==> config.mk <==
export PLATFORM = sky130hd
export DESIGN_NAME = config_text_tokenizer
export DESIGN_NICKNAME = d
export VERILOG_FILES = /design/src/design/ctt_pkg.sv /design/src/design/ctt_front.sv /design/src/design/ctt_queue.sv /design/src/design/ctt_back.sv /design/src/design/config_text_tokenizer.sv
export SDC_FILE = /design/constraint.sdc
export NUM_CORES = 1
export LEC_CHECK = 0
export BUFFER_PORTS_ARGS = -buffer_cell sky130_fd_sc_hd__buf_4
export CORE_AREA = 2 2 183 185
export CTS_CLUSTER_DIAMETER = 120
export DETAILED_ROUTE_END_ITERATION = 8
export DIE_AREA = 0 0 185 187
export HOLD_SLACK_MARGIN = 0.03
export PLACE_DENSITY = 0.74
export SLEW_MARGIN = 0
export SYNTH_ARGS = -nofsm -noshare
export SYNTH_HDL_FRONTEND = slang
export SYNTH_HIERARCHICAL = 1
export SYNTH_SLANG_ARGS = --single-unit
==> constraint.sdc <==
create_clock -name clk -period 9.1 [get_ports clk]
set_input_delay 2.275 -clock clk [delete_from_list [all_inputs] [get_ports clk]]
set_output_delay 2.275 -clock clk [all_outputs]
set_load 0.05 [all_outputs]
==> src/design/ctt_pkg.sv <==
// Types, codes and constants of the configuration text tokenizer.
package ctt_pkg;

  localparam int CTT_POS_WIDTH   = 16;
  localparam int CTT_QUEUE_DEPTH = 4;

  typedef logic [CTT_POS_WIDTH-1:0] pos_t;

  localparam pos_t CTT_POS_MAX = '1;
  localparam pos_t CTT_POS_ONE = pos_t'(1);

  localparam logic [7:0] CH_HASH  = 8'h23;
  localparam logic [7:0] CH_OPEN  = 8'h7B;
  localparam logic [7:0] CH_CLOSE = 8'h7D;
  localparam logic [7:0] CH_SEMI  = 8'h3B;
  localparam logic [7:0] CH_SPACE = 8'h20;
  localparam logic [7:0] CH_TAB   = 8'h09;
  localparam logic [7:0] CH_LF    = 8'h0A;
  localparam logic [7:0] CH_CR    = 8'h0D;

  typedef enum logic {
    OP_BYTE = 1'b0,
    OP_END  = 1'b1
  } op_t;

  typedef enum logic [2:0] {
    KIND_BYTE     = 3'd0,
    KIND_WORD_END = 3'd1,
    KIND_OPEN     = 3'd2,
    KIND_CLOSE    = 3'd3,
    KIND_SEMI     = 3'd4,
    KIND_END      = 3'd5
  } token_kind_t;

  typedef enum logic [2:0] {
    MODE_BETWEEN = 3'b001,
    MODE_WORD    = 3'b010,
    MODE_COMMENT = 3'b100
  } scan_mode_t;

  typedef struct packed {
    op_t        operation;
    logic [7:0] text_byte;
  } in_item_t;

  typedef struct packed {
    token_kind_t token_kind;
    logic [7:0]  char_value;
    pos_t        token_line;
    pos_t        token_column;
    logic        last_of_run;
  } out_item_t;

  // One queue entry: the results caused by one input item.
  typedef struct packed {
    logic      two;
    out_item_t first;
    out_item_t second;
  } job_t;

endpackage

==> src/design/ctt_front.sv <==
// Front part: takes text bytes, tracks mode and position, and forms result jobs.
module ctt_front (
  input  logic              clk,
  input  logic              rst_n,
  input  logic              in_valid,
  output logic              in_stall,
  input  ctt_pkg::in_item_t in_data,
  input  logic              queue_full,
  output logic              job_push,
  output ctt_pkg::job_t     job
);
  import ctt_pkg::*;

  scan_mode_t mode_r, mode_nxt;
  pos_t       line_r, line_nxt;
  pos_t       col_r, col_nxt;
  pos_t       wline_r, wline_nxt;
  pos_t       wcol_r, wcol_nxt;

  logic       accept;
  logic [7:0] c;
  logic       is_nl, is_space, is_punct, is_word_char;
  token_kind_t punct_kind;
  logic       has_we, has_x;
  out_item_t  extra, word_end;
  logic       bt_x, bt_start;
  scan_mode_t bt_mode;
  out_item_t  bt_item;
  pos_t       mv_line, mv_col;

  function automatic pos_t sat_inc(input pos_t v);
    return (v == CTT_POS_MAX) ? v : v + CTT_POS_ONE;
  endfunction

  assign accept   = in_valid && !queue_full;
  assign in_stall = queue_full;
  assign c        = in_data.text_byte;

  always_comb begin
    is_nl    = (c == CH_LF);
    is_space = (c == CH_SPACE) || (c == CH_TAB) || is_nl || (c == CH_CR);
    is_punct = 1'b1;
    punct_kind = KIND_OPEN;
    case (c)
      CH_OPEN:  punct_kind = KIND_OPEN;
      CH_CLOSE: punct_kind = KIND_CLOSE;
      CH_SEMI:  punct_kind = KIND_SEMI;
      default:  is_punct = 1'b0;
    endcase
    is_word_char = !is_punct && !is_space && (c != CH_HASH);
    mv_line = is_nl ? sat_inc(line_r) : line_r;
    mv_col  = is_nl ? CTT_POS_ONE : sat_inc(col_r);
  end

  // What a byte does when it arrives between tokens.
  always_comb begin
    bt_x     = 1'b0;
    bt_start = 1'b0;
    bt_mode  = MODE_BETWEEN;
    bt_item  = '{token_kind: KIND_BYTE, char_value: c, token_line: line_r,
                 token_column: col_r, last_of_run: 1'b0};
    if (c == CH_HASH) begin
      bt_mode = MODE_COMMENT;
    end else if (is_space) begin
      bt_mode = MODE_BETWEEN;
    end else if (is_punct) begin
      bt_x = 1'b1;
      bt_item.token_kind = punct_kind;
    end else begin
      bt_x     = 1'b1;
      bt_start = 1'b1;
      bt_mode  = MODE_WORD;
    end
  end

  always_comb begin
    mode_nxt  = mode_r;
    line_nxt  = line_r;
    col_nxt   = col_r;
    wline_nxt = wline_r;
    wcol_nxt  = wcol_r;
    has_we    = 1'b0;
    has_x     = 1'b0;
    extra     = bt_item;
    word_end  = '{token_kind: KIND_WORD_END, char_value: 8'h00, token_line: wline_r,
                  token_column: wcol_r, last_of_run: 1'b0};
    if (in_data.operation == OP_END) begin
      has_we    = (mode_r == MODE_WORD);
      has_x     = 1'b1;
      extra     = '{token_kind: KIND_END, char_value: 8'h00, token_line: line_r,
                    token_column: col_r, last_of_run: 1'b0};
      mode_nxt  = MODE_BETWEEN;
      line_nxt  = CTT_POS_ONE;
      col_nxt   = CTT_POS_ONE;
      wline_nxt = CTT_POS_ONE;
      wcol_nxt  = CTT_POS_ONE;
    end else begin
      line_nxt = mv_line;
      col_nxt  = mv_col;
      unique case (mode_r)
        MODE_COMMENT: begin
          if (is_nl) begin
            mode_nxt = MODE_BETWEEN;
          end
        end
        MODE_WORD: begin
          if (is_word_char) begin
            has_x = 1'b1;
            extra = '{token_kind: KIND_BYTE, char_value: c, token_line: wline_r,
                      token_column: wcol_r, last_of_run: 1'b0};
          end else begin
            has_we   = 1'b1;
            has_x    = bt_x;
            mode_nxt = bt_mode;
          end
        end
        MODE_BETWEEN: begin
          has_x    = bt_x;
          mode_nxt = bt_mode;
          if (bt_start) begin
            wline_nxt = line_r;
            wcol_nxt  = col_r;
          end
        end
        default: mode_nxt = MODE_BETWEEN;
      endcase
    end
  end

  // A pending word end always goes first; the other result follows it.
  always_comb begin
    job.two    = has_we && has_x;
    job.first  = has_we ? word_end : extra;
    job.second = extra;
    job.first.last_of_run  = !(has_we && has_x);
    job.second.last_of_run = 1'b1;
    job_push = accept && (has_we || has_x);
  end

  always_ff @(posedge clk) begin
    if (!rst_n) begin
      mode_r  <= MODE_BETWEEN;
      line_r  <= CTT_POS_ONE;
      col_r   <= CTT_POS_ONE;
      wline_r <= CTT_POS_ONE;
      wcol_r  <= CTT_POS_ONE;
    end else if (accept) begin
      mode_r  <= mode_nxt;
      line_r  <= line_nxt;
      col_r   <= col_nxt;
      wline_r <= wline_nxt;
      wcol_r  <= wcol_nxt;
    end
  end

endmodule

==> src/design/ctt_queue.sv <==
// Short job queue that decouples the front part from the result stage.
module ctt_queue #(
  parameter int DEPTH = ctt_pkg::CTT_QUEUE_DEPTH
) (
  input  logic          clk,
  input  logic          rst_n,
  input  logic          push,
  input  ctt_pkg::job_t push_job,
  output logic          full,
  input  logic          pop,
  output logic          head_valid,
  output ctt_pkg::job_t head_job
);
  import ctt_pkg::*;

  localparam int PTR_W = (DEPTH > 1) ? $clog2(DEPTH) : 1;
  localparam int CNT_W = $clog2(DEPTH + 1);
  localparam logic [PTR_W-1:0] PTR_LAST = PTR_W'(DEPTH - 1);
  localparam logic [CNT_W-1:0] CNT_FULL = CNT_W'(DEPTH);

  job_t             store_r [DEPTH];
  logic [PTR_W-1:0] wr_ptr_r, wr_ptr_nxt;
  logic [PTR_W-1:0] rd_ptr_r, rd_ptr_nxt;
  logic [CNT_W-1:0] count_r, count_nxt;
  logic             do_push, do_pop;

  assign full       = (count_r == CNT_FULL);
  assign head_valid = (count_r != '0);
  assign head_job   = store_r[rd_ptr_r];
  assign do_push    = push && !full;
  assign do_pop     = pop && head_valid;

  always_comb begin
    wr_ptr_nxt = wr_ptr_r;
    rd_ptr_nxt = rd_ptr_r;
    count_nxt  = count_r;
    if (do_push) begin
      wr_ptr_nxt = (wr_ptr_r == PTR_LAST) ? '0 : wr_ptr_r + PTR_W'(1);
    end
    if (do_pop) begin
      rd_ptr_nxt = (rd_ptr_r == PTR_LAST) ? '0 : rd_ptr_r + PTR_W'(1);
    end
    if (do_push && !do_pop) begin
      count_nxt = count_r + CNT_W'(1);
    end else if (do_pop && !do_push) begin
      count_nxt = count_r - CNT_W'(1);
    end
  end

  always_ff @(posedge clk) begin
    if (!rst_n) begin
      wr_ptr_r <= '0;
      rd_ptr_r <= '0;
      count_r  <= '0;
    end else begin
      wr_ptr_r <= wr_ptr_nxt;
      rd_ptr_r <= rd_ptr_nxt;
      count_r  <= count_nxt;
    end
  end

  always_ff @(posedge clk) begin
    if (do_push) begin
      store_r[wr_ptr_r] <= push_job;
    end
  end

endmodule

==> src/design/ctt_back.sv <==
// Back part: unpacks each job into one or two results on the output register.
module ctt_back (
  input  logic               clk,
  input  logic               rst_n,
  input  logic               head_valid,
  input  ctt_pkg::job_t      head_job,
  output logic               pop,
  output logic               out_valid,
  input  logic               out_stall,
  output ctt_pkg::out_item_t out_data
);
  import ctt_pkg::*;

  logic      out_valid_r, out_valid_nxt;
  out_item_t out_data_r;
  logic      phase_r, phase_nxt;
  logic      load;

  // The output register takes a new result when it is empty or being drained.
  assign load      = head_valid && (!out_valid_r || !out_stall);
  assign pop       = load && (phase_r || !head_job.two);
  assign out_valid = out_valid_r;
  assign out_data  = out_data_r;

  always_comb begin
    out_valid_nxt = out_valid_r;
    phase_nxt     = phase_r;
    if (load) begin
      out_valid_nxt = 1'b1;
      phase_nxt     = !pop;
    end else if (!out_stall) begin
      out_valid_nxt = 1'b0;
    end
  end

  always_ff @(posedge clk) begin
    if (!rst_n) begin
      out_valid_r <= 1'b0;
      phase_r     <= 1'b0;
    end else begin
      out_valid_r <= out_valid_nxt;
      phase_r     <= phase_nxt;
    end
  end

  always_ff @(posedge clk) begin
    if (load) begin
      out_data_r <= phase_r ? head_job.second : head_job.first;
    end
  end

endmodule

==> src/design/config_text_tokenizer.sv <==
// Top level of the configuration text tokenizer.
// Streams a configuration text one byte per transaction and turns it into word bytes, word
// ends, brace and semicolon tokens and an end token, each tagged with its line and column.
// One input transaction is taken every cycle unless the job queue is full. The first result
// of an input passes through the job queue and then into the output register. An input that
// closes a word with a brace, a semicolon or the end of text gives two results, which leave in
// turn; a queue of QUEUE_DEPTH jobs between the front and the output stage absorbs such bursts,
// and the input stalls only while that queue is full. There is no start-up sweep after reset.
module config_text_tokenizer #(
  parameter int QUEUE_DEPTH = ctt_pkg::CTT_QUEUE_DEPTH
) (
  input  logic               clk,
  input  logic               rst_n,
  input  logic               in_valid,
  output logic               in_stall,
  input  ctt_pkg::in_item_t  in_data,
  output logic               out_valid,
  input  logic               out_stall,
  output ctt_pkg::out_item_t out_data
);
  import ctt_pkg::*;

  job_t front_job, head_job;
  logic job_push, queue_full, head_valid, head_pop;

  ctt_front u_front (
    .clk        (clk),
    .rst_n      (rst_n),
    .in_valid   (in_valid),
    .in_stall   (in_stall),
    .in_data    (in_data),
    .queue_full (queue_full),
    .job_push   (job_push),
    .job        (front_job)
  );

  ctt_queue #(
    .DEPTH (QUEUE_DEPTH)
  ) u_queue (
    .clk        (clk),
    .rst_n      (rst_n),
    .push       (job_push),
    .push_job   (front_job),
    .full       (queue_full),
    .pop        (head_pop),
    .head_valid (head_valid),
    .head_job   (head_job)
  );

  ctt_back u_back (
    .clk        (clk),
    .rst_n      (rst_n),
    .head_valid (head_valid),
    .head_job   (head_job),
    .pop        (head_pop),
    .out_valid  (out_valid),
    .out_stall  (out_stall),
    .out_data   (out_data)
  );

endmodule

==> results.sh <==
export IMPL_status="finished clean"
export IMPL_drt_pass1_iter_count=5
export IMPL_io_pins=59
export IMPL_start_util_pct=58.6
export IMPL_worst_pin_slew_ns=1.26
export IMPL_ys_ff_latch=478
export IMPL_wl_met1_mm=15.6
export IMPL_p_per_area_nw_per_um2=299
export IMPL_skew_ns=0.0161
export IMPL_cpPeakStageDelay_ns=0.81
export IMPL_fill_cells=2251
export IMPL_synth_cells=1114
export IMPL_ir_drop_mv=0.240
export IMPL_antenna_found_initial=0
export IMPL_grt_max_degree=57
export IMPL_vias_per_cell=5.94
export IMPL_grt_pass1_vias=9958
export IMPL_total_power_mw=6.41
export IMPL_post_route_min_period_ns=4.96
export IMPL_syn_avg_cell_area_um2=17.3
export IMPL_crit_chain="buf_4 -> or4b_2 -> a21oi_1 -> nor3_1 -> nor2_1 -> o31ai_1 -> nor2b_1 -> and2_4 -> buf_4"
export IMPL_syn_num_nets=1136
export IMPL_die_area_um2=34600
export IMPL_numCtsBuffers=45
export IMPL_cts_resized=0
export IMPL_layout_nets=1188
export IMPL_setup_violations=0
export IMPL_ys_seq_area_share_pct=70.5
export IMPL_cts_tree="yes"
export IMPL_maxCapViolCount=0
export IMPL_std_cell_rows=67
export IMPL_hp_start="u_front/wcol_r[0]"
export IMPL_crit_slowest_cell="buf_4"
export IMPL_hold_viol_final=0
export IMPL_drtIter0Drc=683
export IMPL_area_delta_synth_final_pct=11.3
export IMPL_critPathArrivalTime_ns=5.12
export IMPL_timing_fmax_mhz=202
export IMPL_cp_top_family="simple AND/OR/NAND/NOR gates"
export IMPL_clock_latency_ns=0.54
export IMPL_die_w_um=185
export IMPL_yosys_most_used_dff="edfxtp_1"
export IMPL_final_setup_tns_ns=0
export IMPL_crit_type="input port to flop"
export IMPL_numClockSinks=478
export IMPL_die_h_um=187
export IMPL_cts_root_buf="clkbuf_16"
export IMPL_drive_above_1_share_pct=26.3
export IMPL_ys_types=62
export IMPL_port_buffers=58
export IMPL_grt_pass1_wl_mm=55.0
export IMPL_dp_hpwl_mm=19.4
export IMPL_wl_met3_mm=1.63
export IMPL_synth_top_cell_area_share_pct=62.4
export IMPL_place_gp_congestion=0.780
export IMPL_wire_per_inst_um=21.4
export IMPL_worstSetupStartpoint="in_data[0]"
export IMPL_cts_clk_slew_worst_paths_ns=0.06
export IMPL_diodes=0
export IMPL_crit_path_frequent_cell="buf_4"
export IMPL_post_cts_buffers=0
export IMPL_htreeDepth=2
export IMPL_period_share_pct=54.5
export IMPL_vias=9814
export IMPL_core_um2=32900
export IMPL_rr_startpoint="u_queue/count_r[1]"
export IMPL_rsz0062_at_grt="no"
export IMPL_route_met2_wl_mm=17.4
export IMPL_synth_area_leader_cell="edfxtp_1"
export IMPL_start_kind="input port"
export IMPL_syn_area_um2=19300
export IMPL_slew_headroom_pct=15.1
export IMPL_ant_nets=0
export IMPL_routed_wl_mm=35.3
export IMPL_async_reset_ff_share_pct=0
export IMPL_drc_errors=0
export IMPL_hold_buffers=0
export IMPL_grtUsageTotal_pct=20.7
export IMPL_slew_violations=0
export IMPL_grt_overflow=0
export IMPL_yosys_warnings=6
export IMPL_worstPathRequired_ns=9.26
export IMPL_critPathCaptureType="flop"
export IMPL_leakage_nw=7.26
export IMPL_critPathMaxFanout=56
export IMPL_crit_buf_inv=2
export IMPL_reg2reg_setup_slack_ns=5.34
export IMPL_yosys_top_cells_area="edfxtp_1, mux4_2, dfxtp_1, mux2_2, nand2_1"
export IMPL_synth_edff_count=400
export IMPL_topRoutingLayerUsed="met4"
export IMPL_clockBufferDepth=3
export IMPL_hold_path_class="flop to flop"
[flip-flops by register name, indices dropped and copies added, names as in the netlist, named ones only]
name and cells:
u_queue/rd_ptr_r 2, u_queue/wr_ptr_r 2, u_front/col_r 16, u_queue/store_r 356, u_front/wcol_r 16, u_front/wline_r 16
u_back/out_valid 1, u_back/phase_r 1, u_front/line_r 16, u_front/mode_r 3, u_queue/count_r 3, u_back/out_data 44
[area by class of cell]
class / instances / area (um2) / area share [%]
timing repair buffer: 73 / 548 / 2.56
sequential: 478 / 13600 / 63.4
tap: 448 / 561 / 2.61
clock buffer: 72 / 1310 / 6.11
inverter: 16 / 60.1 / 0.280
clock inverter: 12 / 58.8 / 0.274
multi-input combinational: 552 / 5320 / 24.8
[cells in the final DEF, fill, tap and decap left out, types with 3 or more instances in the layout]
master	n
edfxtp_1	400
nand2_1	116
mux4_2	89
dfxtp_1	75
buf_4	73
clkbuf_16	47
mux2_2	47
a22o_1	30
mux2_4	27
nor2_1	27
clkbuf_1	21
o21ai_0	20
nor2b_1	19
xnor2_1	19
a21oi_1	18
inv_1	16
nand3_1	15
a2111oi_0	9
ha_1	8
clkinv_2	7
or3_1	7
nand4_1	7
nor3_1	6
nand3b_1	5
mux2i_1	5
and2_1	5
o31ai_1	5
or4_1	5
a211oi_1	5
clkinv_1	4
clkbuf_8	4
and3_1	4
and2_4	4
a21boi_0	3
nand2b_1	3
nor4_1	3
[final timing paths]
check,endpoint,cells after the start
min reg2reg,u_front/wcol_r[0],2
max reg2reg,u_queue/store_r[1][66],7
max,u_queue/store_r[1][66],9
min,u_front/wcol_r[0],2
[metrics by stage]
stage / hold slack, ns / instances / cell area (um2) / setup slack, ns / utilization (%)
after CTS: 0.499 / 1651 / 21400 / 4.15 / 65.2
after detailed placement: 0.489 / 1567 / 20100 / 3.59 / 61.1
after global routing: 0.515 / 1651 / 21400 / 3.86 / 65.2
after floorplan: 0.462 / 1114 / 19300 / 3.16 / -
final: 0.501 / 1651 / 21400 / 4.14 / 65.2
after global placement: 0.471 / 1567 / 20100 / 3.59 / 61.1
[power by group]
| group | internal [mW] | switching (mW) |
|---|---|---|
| registers | 2.85 | 0.109 |
| clock network | 0.986 | 0.746 |
| logic | 0.699 | 1.02 |
| total | 4.53 | 1.87 |
[cells by family (layout without fill, tap and decap cells)]
kind of cell | count (synthesis) | in the layout | synth area share, %
AO/OA/AOI/OAI | 108 | 108 | 4.02
XOR/XNOR | 21 | 21 | 0.955
flip-flops | 478 | 478 | 70.5
adder cells (fa/ha/maj) | 9 | 9 | 0.624
buffers and inverters | 84 | 173 | 2.11
AND/OR/NAND/NOR | 245 | 245 | 6.25
other | 1 | 1 | 0.0195
multiplexers | 168 | 168 | 15.5
[synthesized netlist by cell type, drive strengths merged, types with 2 or more instances]
cell and n:
edfxtp 400, nand2 116, mux4 89, dfxtp 78, mux2 74, clkbuf 42, a22o 30, nor2 27
buf 26, o21ai 20, nor2b 19, xnor2 19, a21oi 18, inv 16, nand3 15, a2111oi 9
and2 9, ha 8, nand4 7, or3 7, nor3 6, or4 6, a211oi 5, mux2i 5
nand3b 5, o31ai 5, a21boi 4, and3 4, nand2b 4, nor4 4, a31oi 3, and4 3
a21o 2, a22oi 2, a31o 2, nand4b 2, nor3b 2, nor4b 2, o211ai 2, or2 2
or3b 2, xor2 2
[metal layers]
metal / track usage, % / up-vias
met5: 0 / -
met4: 5.43 / 0
met3: 2.94 / 52
met2: 34.6 / 242
met1: 29.1 / 5053
li1: - / 4467
[worst min-delay path, delay by kind of cell, from the launching register on]
| family | cells | cell delay [ns] |
|---|---|---|
| AO/OA/AOI/OAI | 1 | 0.07 |
| buffers and inverters | 1 | 0.06 |
| flip-flops | 1 | 0.31 |
No activity file was read; power rests on OpenSTA's default activity.
